===== config.mk =====
export PLATFORM = sky130hd
export DESIGN_NAME = binary_frame_encoder_core
export DESIGN_NICKNAME = d
export VERILOG_FILES = /design/src/hw/rtl/bfe_pkg.sv /design/src/hw/rtl/bfe_frame.sv /design/src/hw/rtl/bfe_serializer.sv /design/src/hw/rtl/binary_frame_encoder_core.sv
export SDC_FILE = /design/constraint.sdc
export NUM_CORES = 1
export LEC_CHECK = 0
export BUFFER_PORTS_ARGS = -buffer_cell sky130_fd_sc_hd__buf_2
export CAP_MARGIN = 0
export CORE_MARGIN = 2
export CORE_UTILIZATION = 35
export CTS_BUF_LIST = sky130_fd_sc_hd__clkbuf_4 sky130_fd_sc_hd__clkbuf_8 sky130_fd_sc_hd__clkbuf_16
export CTS_CLUSTER_DIAMETER = 30
export DETAILED_ROUTE_END_ITERATION = 10
export HOLD_SLACK_MARGIN = 0.02
export SYNTH_ARGS = -nofsm -noshare
export SYNTH_HDL_FRONTEND = slang
export SYNTH_SLANG_ARGS = --single-unit

===== constraint.sdc =====
create_clock -name i_clk -period 4.96 [get_ports i_clk]
set_input_delay 0.496 -clock i_clk [delete_from_list [all_inputs] [get_ports i_clk]]
set_output_delay 0.496 -clock i_clk [all_outputs]
set_load 0.005 [all_outputs]

===== src/hw/rtl/bfe_pkg.sv =====
// Shared types and constants for the binary frame encoder.
package bfe_pkg;

    localparam logic [7:0] SYNC_FIRST  = 8'hB5;
    localparam logic [7:0] SYNC_SECOND = 8'h62;

    localparam int unsigned RUN_DEPTH  = 8;
    localparam int unsigned IDX_W      = $clog2(RUN_DEPTH);

    localparam logic OP_HEADER  = 1'b0;
    localparam logic OP_PAYLOAD = 1'b1;

    // One run of output bytes produced by a single input item.
    typedef struct packed {
        logic [RUN_DEPTH-1:0][7:0] data;
        logic [IDX_W-1:0]          last_idx;
        logic                      ends_frame;
        logic                      is_error;
    } t_run;

endpackage


===== src/hw/rtl/bfe_frame.sv =====
// Input register, frame state and checksum, and run builder.
module bfe_frame
    import bfe_pkg::*;
(
    input  logic        i_clk,
    input  logic        i_rst_n,
    input  logic        i_valid,
    output logic        o_stall,
    input  logic        i_op,
    input  logic [7:0]  i_msg_class,
    input  logic [7:0]  i_msg_id,
    input  logic [15:0] i_payload_length,
    input  logic [7:0]  i_data_byte,
    input  logic        i_run_free,
    output logic        o_run_load,
    output t_run        o_run
);

    logic        r_in_valid;
    logic        r_op;
    logic [7:0]  r_class;
    logic [7:0]  r_id;
    logic [15:0] r_len;
    logic [7:0]  r_data;

    logic [7:0]  r_sum_a;
    logic [7:0]  r_sum_b;
    logic [15:0] r_bytes_left;
    logic        r_frame_open;

    logic [7:0]  n_sum_a;
    logic [7:0]  n_sum_b;
    logic [15:0] n_bytes_left;
    logic        n_frame_open;

    logic        accept;
    logic        move;

    // checksum chain terms
    logic [7:0]  a1, a2, a3, a4, b2, b3, b4;
    logic [7:0]  pa, pb;
    logic [15:0] left_dec;

    assign o_stall    = r_in_valid && !i_run_free;
    assign accept     = i_valid && !o_stall;
    assign move       = r_in_valid && i_run_free;
    assign o_run_load = move;

    always_ff @(posedge i_clk) begin
        if (!i_rst_n) begin
            r_in_valid <= 1'b0;
        end else if (accept) begin
            r_in_valid <= 1'b1;
        end else if (move) begin
            r_in_valid <= 1'b0;
        end
    end

    always_ff @(posedge i_clk) begin
        if (accept) begin
            r_op    <= i_op;
            r_class <= i_msg_class;
            r_id    <= i_msg_id;
            r_len   <= i_payload_length;
            r_data  <= i_data_byte;
        end
    end

    always_comb begin
        a1 = r_class;
        a2 = a1 + r_id;
        b2 = a1 + a2;
        a3 = a2 + r_len[7:0];
        b3 = b2 + a3;
        a4 = a3 + r_len[15:8];
        b4 = b3 + a4;
        pa = r_sum_a + r_data;
        pb = r_sum_b + pa;
        left_dec = r_bytes_left - 16'd1;
    end

    always_comb begin
        n_sum_a      = r_sum_a;
        n_sum_b      = r_sum_b;
        n_bytes_left = r_bytes_left;
        n_frame_open = r_frame_open;
        o_run        = '0;
        if (r_op == OP_HEADER) begin
            n_sum_a       = a4;
            n_sum_b       = b4;
            o_run.data[0] = SYNC_FIRST;
            o_run.data[1] = SYNC_SECOND;
            o_run.data[2] = r_class;
            o_run.data[3] = r_id;
            o_run.data[4] = r_len[7:0];
            o_run.data[5] = r_len[15:8];
            if (r_len == 16'd0) begin
                o_run.data[6]    = a4;
                o_run.data[7]    = b4;
                o_run.last_idx   = IDX_W'(7);
                o_run.ends_frame = 1'b1;
                n_frame_open     = 1'b0;
                n_bytes_left     = 16'd0;
            end else begin
                o_run.last_idx = IDX_W'(5);
                n_frame_open   = 1'b1;
                n_bytes_left   = r_len;
            end
        end else if (!r_frame_open) begin
            o_run.is_error = 1'b1;
            o_run.last_idx = IDX_W'(0);
        end else begin
            n_sum_a       = pa;
            n_sum_b       = pb;
            o_run.data[0] = r_data;
            n_bytes_left  = left_dec;
            if (left_dec == 16'd0) begin
                o_run.data[1]    = pa;
                o_run.data[2]    = pb;
                o_run.last_idx   = IDX_W'(2);
                o_run.ends_frame = 1'b1;
                n_frame_open     = 1'b0;
            end else begin
                o_run.last_idx = IDX_W'(0);
            end
        end
    end

    always_ff @(posedge i_clk) begin
        if (!i_rst_n) begin
            r_sum_a      <= 8'd0;
            r_sum_b      <= 8'd0;
            r_bytes_left <= 16'd0;
            r_frame_open <= 1'b0;
        end else if (move) begin
            r_sum_a      <= n_sum_a;
            r_sum_b      <= n_sum_b;
            r_bytes_left <= n_bytes_left;
            r_frame_open <= n_frame_open;
        end
    end

endmodule


===== src/hw/rtl/bfe_serializer.sv =====
// Run buffer that hands out one byte per output handshake.
module bfe_serializer
    import bfe_pkg::*;
(
    input  logic       i_clk,
    input  logic       i_rst_n,
    input  logic       i_run_load,
    input  t_run       i_run,
    output logic       o_run_free,
    output logic       o_valid,
    input  logic       i_stall,
    output logic [7:0] o_out_byte,
    output logic       o_run_last,
    output logic       o_frame_end,
    output logic       o_error
);

    logic             r_valid;
    t_run             r_run;
    logic [IDX_W-1:0] r_idx;
    logic             take;
    logic             at_last;

    assign at_last    = (r_idx == r_run.last_idx);
    assign take       = r_valid && !i_stall;
    assign o_run_free = !r_valid || (take && at_last);

    always_ff @(posedge i_clk) begin
        if (!i_rst_n) begin
            r_valid <= 1'b0;
            r_idx   <= '0;
        end else if (i_run_load) begin
            r_valid <= 1'b1;
            r_idx   <= '0;
        end else if (take && at_last) begin
            r_valid <= 1'b0;
        end else if (take) begin
            r_idx <= r_idx + IDX_W'(1);
        end
    end

    always_ff @(posedge i_clk) begin
        if (i_run_load) begin
            r_run <= i_run;
        end
    end

    assign o_valid     = r_valid;
    assign o_out_byte  = r_run.data[r_idx];
    assign o_run_last  = at_last;
    assign o_frame_end = at_last && r_run.ends_frame;
    assign o_error     = r_run.is_error;

endmodule


===== src/hw/rtl/binary_frame_encoder_core.sv =====
// Top level of the binary frame encoder with 8-bit Fletcher checksum.
//
// Input channel (i_valid / o_stall): one item per handshake. op 0 is a
// header (class, id, 16-bit length); op 1 is one payload byte.
// Output channel (o_valid / i_stall): one framed byte per handshake, with
// run_last on the last byte an item causes, frame_end on checksum B and
// error on the single zero byte sent for a payload byte outside a frame.
//
// Items pass an input register, then the frame logic builds the whole run
// (up to 8 bytes) combinationally and loads it into the run buffer. The
// output port sends one byte per cycle while the receiver does not stall:
// a header makes 6 bytes (8 for an empty frame), a payload byte 1 (3 for
// the one that closes the frame, with both checksum bytes). A new item is
// taken while the previous run is still draining.
//
// Reset (synchronous, active low) empties both stages and closes any
// frame; checksums clear. A stalled receiver holds the current byte; once
// the input register is also full, o_stall rises.
module binary_frame_encoder_core
    import bfe_pkg::*;
(
    input  logic        i_clk,
    input  logic        i_rst_n,
    input  logic        i_valid,
    output logic        o_stall,
    input  logic        i_op,
    input  logic [7:0]  i_msg_class,
    input  logic [7:0]  i_msg_id,
    input  logic [15:0] i_payload_length,
    input  logic [7:0]  i_data_byte,
    output logic        o_valid,
    input  logic        i_stall,
    output logic [7:0]  o_out_byte,
    output logic        o_run_last,
    output logic        o_frame_end,
    output logic        o_error
);

    logic run_free;
    logic run_load;
    t_run run;

    // frame state, checksum and run building
    bfe_frame u_frame (
        .i_clk            (i_clk),
        .i_rst_n          (i_rst_n),
        .i_valid          (i_valid),
        .o_stall          (o_stall),
        .i_op             (i_op),
        .i_msg_class      (i_msg_class),
        .i_msg_id         (i_msg_id),
        .i_payload_length (i_payload_length),
        .i_data_byte      (i_data_byte),
        .i_run_free       (run_free),
        .o_run_load       (run_load),
        .o_run            (run)
    );

    // byte-at-a-time output of each run
    bfe_serializer u_ser (
        .i_clk       (i_clk),
        .i_rst_n     (i_rst_n),
        .i_run_load  (run_load),
        .i_run       (run),
        .o_run_free  (run_free),
        .o_valid     (o_valid),
        .i_stall     (i_stall),
        .o_out_byte  (o_out_byte),
        .o_run_last  (o_run_last),
        .o_frame_end (o_frame_end),
        .o_error     (o_error)
    );

endmodule


Word-level counts from Yosys, hierarchy flattened --
Index checks and enable logic that the tools add are counted.
Storage, ports and cells: output and inout bits 13, register bits 148, input port bits 45, logic and storage cells 89
Cells by class: eq/ne operators 2, add/sub/neg operators 10, bitwise gates (word level) 3, reductions and logical operators 21, magnitude comparators 1, mux-type cells 27
Operator list (count):
- adder 8 bit | 8
- 2-to-1 mux 16 bit | 4
- 2-to-1 mux 8 bit | 5
- zero test 16 bit | 2
- 2-to-1 mux 28 bit | 1
- binary-select mux 8 bit (select 3 bit) | 1
- 2-to-1 mux 24 bit | 1
- subtractor 16 x 1 -> 16 bit (second input constant) | 1
- 2-to-1 mux 1 bit | 12
- logical AND 1 bit | 6
- 2-to-1 mux 2 bit | 3
- AND reduction 2 bit | 3
- zero test 1 bit | 4
- < comparator 3 x 4 -> 1 bit (second input constant) | 1
- nonzero test 2 bit | 2
- OR reduction 2 bit | 2
- adder 3 x 1 -> 3 bit (second input constant) | 1
- equality test 3 bit | 1
- NOT 1 bit | 3
- AND reduction 3 bit | 1
- != test 2 bit (second input constant) | 1
- logical OR 1 bit | 1

Depth between registers and ports, before layout --
Gate-level depths: netlist of run 1.
word-level depth 9, gate-level depth with buffers 23, depth with buffers taken out 23

Hierarchy --
Synthesis of run 1 repeated with hierarchy kept, for this count alone.
Second synthesis, totals: cell total of the unflattened synthesis 748, area total of the unflattened synthesis 8504.4 um^2
Modules (own cells, without submodules):
- bfe_frame | area each 5594.1 um^2, times used 1, cells each 616, seq. area each 1911.8 um^2
- bfe_serializer | area each 2910.3 um^2, times used 1, cells each 132, seq. area each 2152.1 um^2

Worst setup path before layout of run 1 --
Ideal clock, no wire load.
path type reg-to-reg, start point register u_frame.r_class[0] (netlist: u_frame.a1[0]), end point register u_ser.r_run[68] in the netlist's numbering, data pin, buffers on the path 0, arrival 5.028 ns, clock period less this slack 5.294 ns, cell stages (with the launch flop) 23, required time 4.694 ns, library setup time 0.266 ns, slack -0.334 ns, path through edfxtp_1 ha_1 fa_1 a21o_1 a21oi_1 xnor2_1 ha_1 xnor2_1 ha_1 a21oi_1 xor2_1 inv_1 fa_1 inv_1 fa_1 inv_1 ha_1 o21ai_0 o21bai_1 a21oi_1 xnor2_1 xnor2_1 nor2_1
On the way: longest elaborated chain between the ends 4, elaborated cells between the ends (all ways) 6, those cells by class 6 x add/sub
RTL lines:
- start: declaration | line bfe_frame.sv:21 | logic [7:0] r_class;
- start signal: assignment | line bfe_frame.sv:62 | r_class <= i_msg_class;
- adder 8 bit | line bfe_frame.sv:71 | a2 = a1 + r_id;
- adder 8 bit | line bfe_frame.sv:73 | a3 = a2 + r_len[7:0];
- adder 8 bit | line bfe_frame.sv:75 | a4 = a3 + r_len[15:8];
- via u_frame.a4[5] | line bfe_frame.sv:40 | logic [7:0] a1, a2, a3, a4, b2, b3, b4;
- adder 8 bit | line bfe_frame.sv:76 | b4 = b3 + a4;
- end signal: assignment | line bfe_serializer.sv:44 | r_run <= i_run;
- end: declaration | line bfe_serializer.sv:19 | t_run r_run;
The timed path passes the listed nets, and every way through them passes these cells. A chain may end at the register's enable or synchronous reset.

Worst setup path after layout of run 1 --
Same ends and word-level chain as after synthesis.

==> summary.md, run 1 <==
| Metric | Value |
|---|---|
| Clock share of power | 0.186 |
| Layout area overhead | 23.45% |
| Final min period | between 5000 and 6000 ps |
| Cell taking the most area after synthesis | edfxtp_1 |
| Initial antenna violation count | 0 |
| Worst Setup End Kind | flop |
| CTS sink cnt | roughly 150 |
| Fillcell total | between 2000 and 2500 |
| Share of the synthesized area in the top cell type | 0.3966 |
| Initial Utilization | 0.3590 |
| Max cap viols | 0 |
| Synth warnings | 0 |
| Switching part of the total | 0.3707 |
| CTS Buffer Depth | 2 |
| R2R cell count | 21 |
| PortBufs | between 50 and 60 |
| Gr ovfl total | 0 |
| WL/cell | ~19 um |
| RSZ-0062 raised after global routing | true |
| Post-Syn Area | 0.008178 sq mm |
| Crit Path Class | flop to flop |
| DRT Pass-1 Iters | 5 |
| DR vias | 5901 |
| Final setup fails | 5 |
| CTS tree | done |
| Layout cell share with drive strength beyond 1 | 0.2747 |
| Sw Pwr | ~2.4 mW |
| Final HPWL DP | approximately 16000 um |
| Rel. slew slack | 0.3172 |
| Drc violations | 0 |
| Critical path fanouts, max | 3 |
| H-tree levels | 4 |
| CTS Root Cell | clkbuf_16 |
| Failing checks | setup timing |
| Final WL | 21590 um |
| Average size of a mapped cell | ~11 sq um |
| Synth Flop Type | edfxtp_1 |
| Overall power | 6.560 mW |
| Ant. Diodes | 0 |
| Status | finished, violations left |
| Placer congestion estimate | 0.8935 |
| Clock-pin slew on the worst setup and hold paths | ~70 ps |
| Tot GR Track Use | 0.1790 |
| Clk_skew | 15.09 ps |
| Syn Nets | between 800 and 900 |
| Post-synthesis cell count | 724 |
| Number of global-route vias before repair | roughly 5800 |
| Internal power | between 4 and 5 mW |
| Iteration-0 DRC Markers | 439 |
| Die area | about 0.025 sq mm |
| Pleak | 3.965 nW |
| Vias/cell | about 5.1 |
| Cts hold-fix bufs | 0 |
| Clk_lat worst skew | between 400 and 500 ps |
| Setup TNS Final | -540.8 ps |
| Post-synth EDFFs | ~110 |
| Core box area | 0.02278 sq mm |
| DIE WIDTH | 156.9 um |
| Crit share post-route | 1.034 |
| Setup crit start kind | flop |
| Gate power share | 0.593 |
| Synth cell types | between 50 and 60 |
| Antenna viol nets, final | 0 |
| Post-synth ARST share | 0 |
| Worst Slack Setup Final | -171.1 ps |
| Fin. max-slew vios | 0 |
| Die Span Y | about 160 um |
| Max frequency | just under 200 MHz |
| Final Hold Vio Count | 0 |
| Peak supply drop | 0.0007393 V |
| FP Rows | 55 |
| CP arrival | roughly 5300 ps |
| Nets@finish | between 900 and 1000 |
| Seq cells post-synth | ~150 |
| Crit path required time | roughly 5100 ps |
| Seq pwr share | 0.221 |
| DP Worst Slack | -188.5 ps |
| Global-route wire length before repair | around 33000 um |
| Worst-margin pin slew | just over 1000 ps |
| HP Class | input pin to flop |
| Sequential fraction of the synthesis area | 0.4896 |
| Power density cells | around 650 mW/mm^2 |
| IO Pins | 58 |
| Hold depth | 1 |
| Largest cells by area after synthesis | edfxtp_1 (40%), dfxtp_1 (9.3%), ha_1 (7.0%) |
| CTS buffer count | 17 |
| Largest net degree at the start of global routing | approximately 80 |
## kinds of logic (layout without fill, tap and decap cells)
kind of cell,Yosys count,after routing,share of synthesized area
XOR/XNOR,48,48,0.05141
buffers and inverters,78,195,0.03641
AO/OA/AOI/OAI,166,166,0.1305
multiplexers,28,28,0.06013
AND/OR/NAND/NOR,194,194,0.1175
adder cells (fa/ha/maj),64,64,0.1144
flip-flops,146,146,0.4896
## stage by stage
stage          utilization  std cells  hold slack [ps]  instance area (sq um)
3_5_place_dp        0.4053       1110            477.9                   9233
4_1_cts             0.4353       1148            228.9                   9916
5_1_grt             0.4432       1154            225.0                  10100
6_report            0.4432       1154            239.7                  10100
3_3_place_gp        0.4053       1110            475.4                   9233
2_1_floorplan            -        724            453.2                   8299
## what timing repair did
item	in CTS	in global routing
setup endpoints to repair	5	9
setup buffers	7	7
gates cloned	0	0
pin swaps	8	19
gates resized for setup	14	23
## cells in the final DEF (no fill, tap or decap), types with 7 or more instances in the layout
| master | Yosys | routed |
|---|---|---|
| buf_4 | 0 | 56 |
| a21oi_1 | 46 | 36 |
| edfxtp_1 | 108 | 108 |
| ha_4 | 0 | 8 |
| nand2_1 | 33 | 33 |
| o211ai_1 | 7 | 7 |
| a21o_1 | 16 | 16 |
| nor2b_1 | 29 | 27 |
| o21ai_0 | 39 | 37 |
| nor3_1 | 17 | 16 |
| o21bai_1 | 10 | 8 |
| xor2_1 | 18 | 13 |
| buf_2 | 4 | 57 |
| inv_1 | 47 | 43 |
| nor2_1 | 68 | 67 |
| a211oi_1 | 12 | 11 |
| clkbuf_16 | 0 | 17 |
| fa_1 | 18 | 14 |
| xnor2_1 | 30 | 23 |
| ha_1 | 46 | 36 |
| nor4_1 | 9 | 9 |
| mux2_2 | 9 | 9 |
| mux4_2 | 16 | 16 |
| dfxtp_1 | 38 | 38 |
| a21oi_2 | 0 | 7 |
## per-layer routing
layer	track usage	vias to the layer above	part of all wire
met5	0	-	0
met4	0.05068	0	0.018
met3	0.02963	20	0.046
met2	0.2951	153	0.48
met1	0.2434	2880	0.46
li1	-	2848	-
## power by group through the flow
stage	Clock, mW	Combinational, mW	Sequential [mW]
after floorplan	0	1.87	1.45
after global placement	0	2.75	1.47
after detailed placement	0	2.82	1.47
after CTS	1.24	3.24	1.45
after global routing	1.29	4.22	1.45
final	1.22	3.89	1.45
## worst max-delay path: stages (launching register included)
cell and delay, ps:
edfxtp_1 400, ha_2 210, fa_2 600, fa_2 510
ha_4 260, a21o_1 160, a21oi_2 150, o21bai_1 120
a21oi_1 180, xor2_1 200, inv_1 70, fa_1 470
inv_1 50, fa_1 490, inv_2 50, ha_4 260
o21ai_2 60, o21bai_1 160, a21oi_2 80, xnor2_1 170
xnor2_1 160, nor2_1 60
## layout make-up
class / instances / area (sq um) / share of cell area
Inverter: 47 / 176.4 / 0.01747
Multi-Input combinational cell: 500 / 4217 / 0.4176
Clock inverter: 14 / 120.1 / 0.01190
Sequential cell: 146 / 4004 / 0.3966
Clock buffer: 18 / 439.2 / 0.04350
Tap cell: 313 / 391.6 / 0.03879
Timing Repair Buffer: 116 / 748.2 / 0.07411
## cells in the mapped netlist, types with 6 or more instances
master and count:
mux2_2 9, xnor2_1 30, xor2_1 18, a21oi_1 46, inv_1 47, ha_1 46
o21ai_0 39, a211oi_1 12, o211ai_1 7, nor4_1 9, nor3_1 17, o22ai_1 6
nand2_1 33, nor2_1 68, and3_1 6, clkbuf_1 24, edfxtp_1 108, nor2b_1 29
o21bai_1 10, fa_1 18, a21o_1 16, mux4_2 16, dfxtp_1 38
## sequential cells by signal, summed over array words and instances, names as in the netlist
register / flops
u_frame.a1: 8
u_frame.r_bytes_left: 16
u_frame.r_data: 8
u_frame.r_frame_open: 1
u_frame.r_id: 8
u_frame.r_in_valid: 1
u_frame.r_len: 16
u_frame.r_op: 1
u_frame.r_sum_a: 8
u_frame.r_sum_b: 8
u_ser.o_error: 1
u_ser.o_valid: 1
u_ser.r_idx: 3
u_ser.r_run: 66
## path summary, 6_finish.rpt
check,slack (ps),startpoint,end
worst min-delay path,240,i_data_byte[2],u_frame.r_data[2]
worst max-delay path,-170,u_frame.a1[0],u_ser.r_run[68]
worst min register to register,490,u_frame.r_bytes_left[12],u_frame.r_bytes_left[12]
worst max register to register,-170,u_frame.a1[0],u_ser.r_run[68]
No activity file was read; power rests on OpenSTA's default activity.
==> run 2: changes to the inputs <==
--- a/config.mk
+++ b/config.mk
@@ -5,6 +5,7 @@
 export SDC_FILE = /design/constraint.sdc
 export NUM_CORES = 1
 export LEC_CHECK = 0
+export ABC_AREA = 1
 export BUFFER_PORTS_ARGS = -buffer_cell sky130_fd_sc_hd__buf_2
 export CAP_MARGIN = 0
 export CORE_MARGIN = 2
==> run 2 against run 1 <==
Net effect:
- the flow still finishes with violations (setup timing)
- sequential cell count did not move
- via count rose by 16%
- die area rose by 2.5%
- maximum frequency fell by 3.5%
- count of clock-buffer cells in the layout rose by 5
- synthesized cell count rose by 29%
- routed wire length rose by 3.4%
- clock skew fell by 4.9 ps
- hold slack got worse by 3.7 ps
- clock power rose by 9.8%
- critical path type unchanged
- critical endpoint unchanged
- largest power group unchanged
==> summary.md, run 2 <==
| Metric | Value |
|---|---|
| Status | finished, violations left |
| Failing checks | setup timing |
| Post-synth EDFFs | 108 |
| Largest net degree at the start of global routing | 69 |
| CTS Root Cell | clkbuf_16 |
| Synth cell types | between 40 and 50 |
| Die area | about 0.025 sq mm |
| Synth Flop Type | edfxtp_1 |
| Commonest non-fill, non-tap cells in the layout | nor2_1 (134), nand2_1 (121), inv_1 (115) |
| Average size of a mapped cell | 8.952 sq um |
| Max frequency | ~190 MHz |
| Final Hold Vio Count | 0 |
| Placed inst area | roughly 0.0095 sq mm |
| Cell taking the most area after synthesis | edfxtp_1 |
| Pleak | 4.442 nW |
| H-tree levels | 4 |
| Share of the synthesized area in the top cell type | 0.3866 |
| Crit path required time | a little over 5000 ps |
| Initial antenna violation count | 0 |
| Worst Slack Setup Final | -355.5 ps |
| Fillcell total | between 2000 and 2500 |
| Final min period | between 5000 and 6000 ps |
| Post-synth ARST share | 0 |
| Largest reg by FF count | u_ser.r_run |
| Initial Utilization | 0.3574 |
| Worst-margin pin slew | ~980 ps |
| Sequential fraction of the synthesis area | 0.4773 |
| Top cells by count, synth | nor2_1 (138), nand2_1 (126), inv_1 (123) |
| Clk_lat worst skew | between 400 and 500 ps |
| Clk_skew | between 10 and 15 ps |
| Synth warnings | 0 |
| Seq cells post-synth | ~150 |
| CP peak stage delay | approximately 590 ps |
| Cts hold-fix bufs | 0 |
| Largest cells by area after synthesis | edfxtp_1 (39%), dfxtp_1 (9.1%), ha_1 (6.9%) |
| Syn Nets | 1046 |
| Power density cells | between 600 and 700 mW/mm^2 |
| Fin Hold WS | about 240 ps |
| Largest register FFs | 66 |
| Peak supply drop | approximately 0.00064 V |
| Reg-to-Reg Start | u_frame.r_id[0] |
| Fin. max-slew vios | 0 |
| Commonest non-fill, non-tap cell in the layout | nor2_1 |
| Overall power | between 6 and 7 mW |
| CTS sink cnt | 146 |
| Iteration-0 DRC Markers | 435 |
| Global-route wire length before repair | 35640 um |
| Nets@finish | between 1000 and 1500 |
| CP arrival | between 5000 and 6000 ps |
| Crit share post-route | 1.072 |
| Largest registers | u_ser.r_run x66, u_frame.r_bytes_left x16, u_frame.r_len x16 |
| IO Pins | 58 |
| Placer congestion estimate | ~0.9 |
| DIE WIDTH | 158.8 um |
| CTS buffer count | 17 |
| Core box area | roughly 0.023 sq mm |
| DRT Pass-1 Iters | 5 |
| Worst Setup End Kind | flop |
| DR vias | 6832 |
| Tot GR Track Use | 0.1824 |
| Most used cell, CP | nand2_1 |
| Worst min-delay path startpoint | i_op |
| Post-Syn Area | around 0.0084 sq mm |
| Most common cell in the netlist | nor2_1 |
| Die Span Y | around 160 um |
| Final HPWL DP | 16190 um |
| Max cap viols | 0 |
| WL/cell | 16.17 um |
| Worst setup path startpoint | u_frame.r_id[0] |
| Critical path fanouts, max | 4 |
| FP Rows | 56 |
| Final setup fails | 4 |
| Post-synthesis cell count | approximately 940 |
| Layout area overhead | 23.84% |
| HP Class | input pin to flop |
| Gr ovfl total | 0 |
| Clock-pin slew on the worst setup and hold paths | ~70 ps |
| Setup crit start kind | flop |
| Rel. slew slack | 0.3442 |
| Final WL | between 20000 and 25000 um |
| Antenna viol nets, final | 0 |
| Drc violations | 0 |
| CTS tree | done |
| Setup TNS Final | -751.6 ps |
| Critical-path top delay cell | fa_2 |
| PortBufs | 57 |
| RSZ-0062 raised after global routing | true |
| Number of global-route vias before repair | 6653 |
| Design Area, Final | 0.01039 sq mm |
| Crit Path Class | flop to flop |
| Layout cell share with drive strength beyond 1 | 0.2194 |
| CTS Buffer Depth | 2 |
| Vias/cell | about 5 |
| Ant. Diodes | 0 |
run 2: metal layers:
metal  track usage  part of all wire
met1        0.2468              0.46
met2        0.2908              0.46
met3       0.03422             0.046
met4       0.06839             0.025
met5             0                 0
run 2: cells by family (layout without fill, tap and decap cells):
family	Yosys count	in the layout	share of synthesized area
buf+inv	160	285	0.07369
fa+ha+maj	64	64	0.1116
simple gates	342	342	0.1735
xor+xnor	35	35	0.03654
flops	146	146	0.4773
compound gates	190	190	0.1274
run 2: path summary, 6_finish.rpt:
| check | slack, ps | endpoint | depth (start not counted) |
|---|---|---|---|
| setup / recovery | -360 | u_ser.r_run[68] | 28 |
| setup reg to reg | -360 | u_ser.r_run[68] | 28 |
| hold reg to reg | 500 | u_frame.r_bytes_left[15] | 2 |
| hold / removal | 240 | u_frame.r_op | 1 |
run 2: power by group:
part	leakage, nW	switching [mW]	internal (mW)
registers	1.34	0.0472	1.39
clock network	0.305	0.521	0.815
logic	2.80	1.85	1.66
run 2: cell type report:
class	count	area, sq um	share of cell area
Tap cell	319	399.1	0.03842
Sequential cell	146	4004	0.3854
Clock inverter	9	87.58	0.008432
Inverter	128	483.0	0.04649
Clock buffer	23	535.5	0.05155
Multi-Input combinational cell	631	4075	0.3923
Timing Repair Buffer	125	803.3	0.07733
run 2: repair_timing:
| action | 4_1_cts | 5_1_grt |
|---|---|---|
| gates resized for setup | 18 | 24 |
| setup buffers | 6 | 4 |
| pin swaps | 21 | 26 |
| endpoints found under the setup margin | 7 | 10 |
run 2: critical path: cells and delay by family (launching register included):
family / cells / cell delay [ps]
XOR/XNOR: 3 / 530
adder cells (fa/ha/maj): 7 / 2610
AND/OR/NAND/NOR: 10 / 770
buffers and inverters: 5 / 350
AO/OA/AOI/OAI: 3 / 420
flip-flops: 1 / 390
run 2: per-stage QoR:
stage	instances	utilization	setup WS, ps
after floorplan	937	-	-100.2
after global placement	1339	0.4047	-382.7
after detailed placement	1339	0.4047	-461.6
after CTS	1377	0.4370	-339.6
after global routing	1381	0.4425	-600.5
final	1381	0.4425	-355.5
==> run 3: changes to the inputs <==
--- a/config.mk
+++ b/config.mk
@@ -14,6 +14,7 @@
 export CTS_CLUSTER_DIAMETER = 30
 export DETAILED_ROUTE_END_ITERATION = 10
 export HOLD_SLACK_MARGIN = 0.02
+export RECOVER_POWER = 100
 export SYNTH_ARGS = -nofsm -noshare
 export SYNTH_HDL_FRONTEND = slang
 export SYNTH_SLANG_ARGS = --single-unit
==> run 3 against run 2 <==
Net effect:
- the flow still finishes with violations (setup timing)
- hold slack about the same
- first-iteration DRC count shrank 0.69%
- maximum frequency about the same
- sequential cell count unchanged
- combinational power about the same
==> summary.md, run 3 (same netlist as run 2, synthesis figures left out) <==
| Metric | Value |
|---|---|
| Placer congestion estimate | 0.8796 |
| Largest net degree at the start of global routing | 69 |
| CTS buffer count | 17 |
| Critical path fanouts, max | 4 |
| Initial antenna violation count | 0 |
| Largest reg by FF count | u_ser.r_run |
| Commonest non-fill, non-tap cell in the layout | nor2_1 |
| Crit Path Class | flop to flop |
| CTS sink cnt | between 100 and 150 |
| Worst-margin pin slew | a little under 1000 ps |
| Commonest non-fill, non-tap cells in the layout | nor2_1 (134), nand2_1 (121), inv_1 (115) |
| Crit share post-route | 1.072 |
| Global-route wire length before repair | 35640 um |
| Largest register FFs | 66 |
| Gr ovfl total | 0 |
| Fin Hold WS | between 200 and 250 ps |
| Final min period | roughly 5300 ps |
| CTS tree | done |
| Largest registers | u_ser.r_run x66, u_frame.r_bytes_left x16, u_frame.r_len x16 |
| Clock-pin slew on the worst setup and hold paths | approximately 70 ps |
| Setup crit start kind | flop |
| Most used cell, CP | nand2_1 |
| CTS Root Cell | clkbuf_16 |
| Gr busiest metal | met2 |
| Tot GR Track Use | 0.1824 |
| Nets@finish | between 1000 and 1500 |
| Crit path required time | 5120 ps |
| Met1 GRT Util | 0.2468 |
| CP arrival | about 5500 ps |
| Antenna viol nets, final | 0 |
| Final Hold Vio Count | 0 |
| HP Class | input pin to flop |
| Placed inst area | ~0.0095 sq mm |
| FP Rows | 56 |
| Power density cells | 606.1 mW/mm^2 |
| Clk_skew | 10.22 ps |
| DIE WIDTH | approximately 160 um |
| PortBufs | 57 |
| Status | finished, violations left |
| Drc violations | 0 |
| Final setup fails | 4 |
| Failing checks | setup timing |
| Fin. max-slew vios | 0 |
| Die Span Y | between 150 and 200 um |
| Die area | about 0.025 sq mm |
| RSZ-0062 raised after global routing | true |
| DRT Pass-1 Iters | 5 |
| Core box area | roughly 0.023 sq mm |
| Iteration-0 DRC Markers | roughly 430 |
| WL/cell | ~16 um |
| Pleak | around 4.4 nW |
| Design Area, Final | 0.01038 sq mm |
| Cts hold-fix bufs | 0 |
| Max cap viols | 0 |
| Rel. slew slack | 0.3447 |
| Vias/cell | ~5 |
| Worst Slack Setup Final | -354.7 ps |
| Layout cell share with drive strength beyond 1 | 0.2156 |
| CTS Buffer Depth | 2 |
| Worst Setup End Kind | flop |
| Final HPWL DP | approximately 16000 um |
| Max frequency | 188.2 MHz |
| DR vias | between 6000 and 7000 |
| Layout area overhead | 23.78% |
| Peak supply drop | ~0.00064 V |
| IO Pins | between 50 and 60 |
| Critical-path top delay cell | fa_2 |
| Met2 Use GR | 0.2908 |
| Met3 Usage GRT | 0.03422 |
| Final WL | roughly 22000 um |
| H-tree levels | 4 |
| Number of global-route vias before repair | 6653 |
| Ant. Diodes | 0 |
| Initial Utilization | 0.3574 |
| CP peak stage delay | a little under 600 ps |
| Fillcell total | between 2000 and 2500 |
| Clk_lat worst skew | 430 ps |
run 3: cell types whose count changed in the layout (fill, tap and decap cells not counted):
cell / change
buf_2: -4
clkbuf_1: +4
run 3: layout make-up:
| type | instances | area, sq um | area share |
|---|---|---|---|
| timing repair buffer | 125 | 798.3 | 0.07689 |
| clock buffer | 23 | 535.5 | 0.05158 |
| sequential | 146 | 4004 | 0.3856 |
| multi-input combinational | 631 | 4075 | 0.3925 |
| inverter | 128 | 483.0 | 0.04652 |
| clock inverter | 9 | 87.58 | 0.008436 |
| tap | 319 | 399.1 | 0.03844 |
run 3: per-layer routing:
metal,vias up,wire length [um]
met4,0,532
met1,3231,10380
li1,3384,-
met2,170,10400
met3,35,1013
met5,-,0
run 3: final timing paths:
kind | cells after the start | endpoint | slack (ps) | from
hold / removal | 1 | u_frame.r_op | 240 | i_op
setup reg to reg | 28 | u_ser.r_run[68] | -350 | u_frame.r_id[0]
setup / recovery | 28 | u_ser.r_run[68] | -350 | u_frame.r_id[0]
hold reg to reg | 2 | u_frame.r_bytes_left[15] | 500 | u_frame.r_bytes_left[15]
run 3: timing repair:
item / 4_1_cts / 5_1_grt
pin swaps: 21 / 26
setup buffers: 6 / 4
gates cloned: 0 / 0
gates resized for setup: 18 / 24
setup endpoints to repair: 7 / 10
run 3: worst max-delay path: cells and delay by family, from the launching register on:
| kind | cells | cell delay [ps] |
|---|---|---|
| buffers and inverters | 5 | 350 |
| AOI/OAI and AO/OA | 3 | 420 |
| xor gates and xnor gates | 3 | 530 |
| and+or+nand+nor | 10 | 770 |
| adders and majority gates | 7 | 2610 |
| DFF | 1 | 390 |
run 3: stage by stage:
step | utilization | instances | worst slack, ps | power [mW] | setup TNS (ps)
floorplan | - | 937 | -100.2 | 3.342 | -114.8
global placement | 0.4047 | 1339 | -382.7 | 4.357 | -1244
detailed placement | 0.4047 | 1339 | -461.6 | 4.411 | -1570
CTS | 0.4370 | 1377 | -339.6 | 6.067 | -980.6
global route | 0.4423 | 1381 | -600.5 | 6.740 | -2180
finish | 0.4423 | 1381 | -354.7 | 6.293 | -752.9
run 3: report_power, final:
| group | switching [mW] | total (mW) | leakage (nW) | internal (mW) |
|---|---|---|---|---|
| registers | 0.0473 | 1.44 | 1.34 | 1.39 |
| logic | 1.85 | 3.52 | 2.79 | 1.66 |
| clock network | 0.521 | 1.34 | 0.305 | 0.815 |
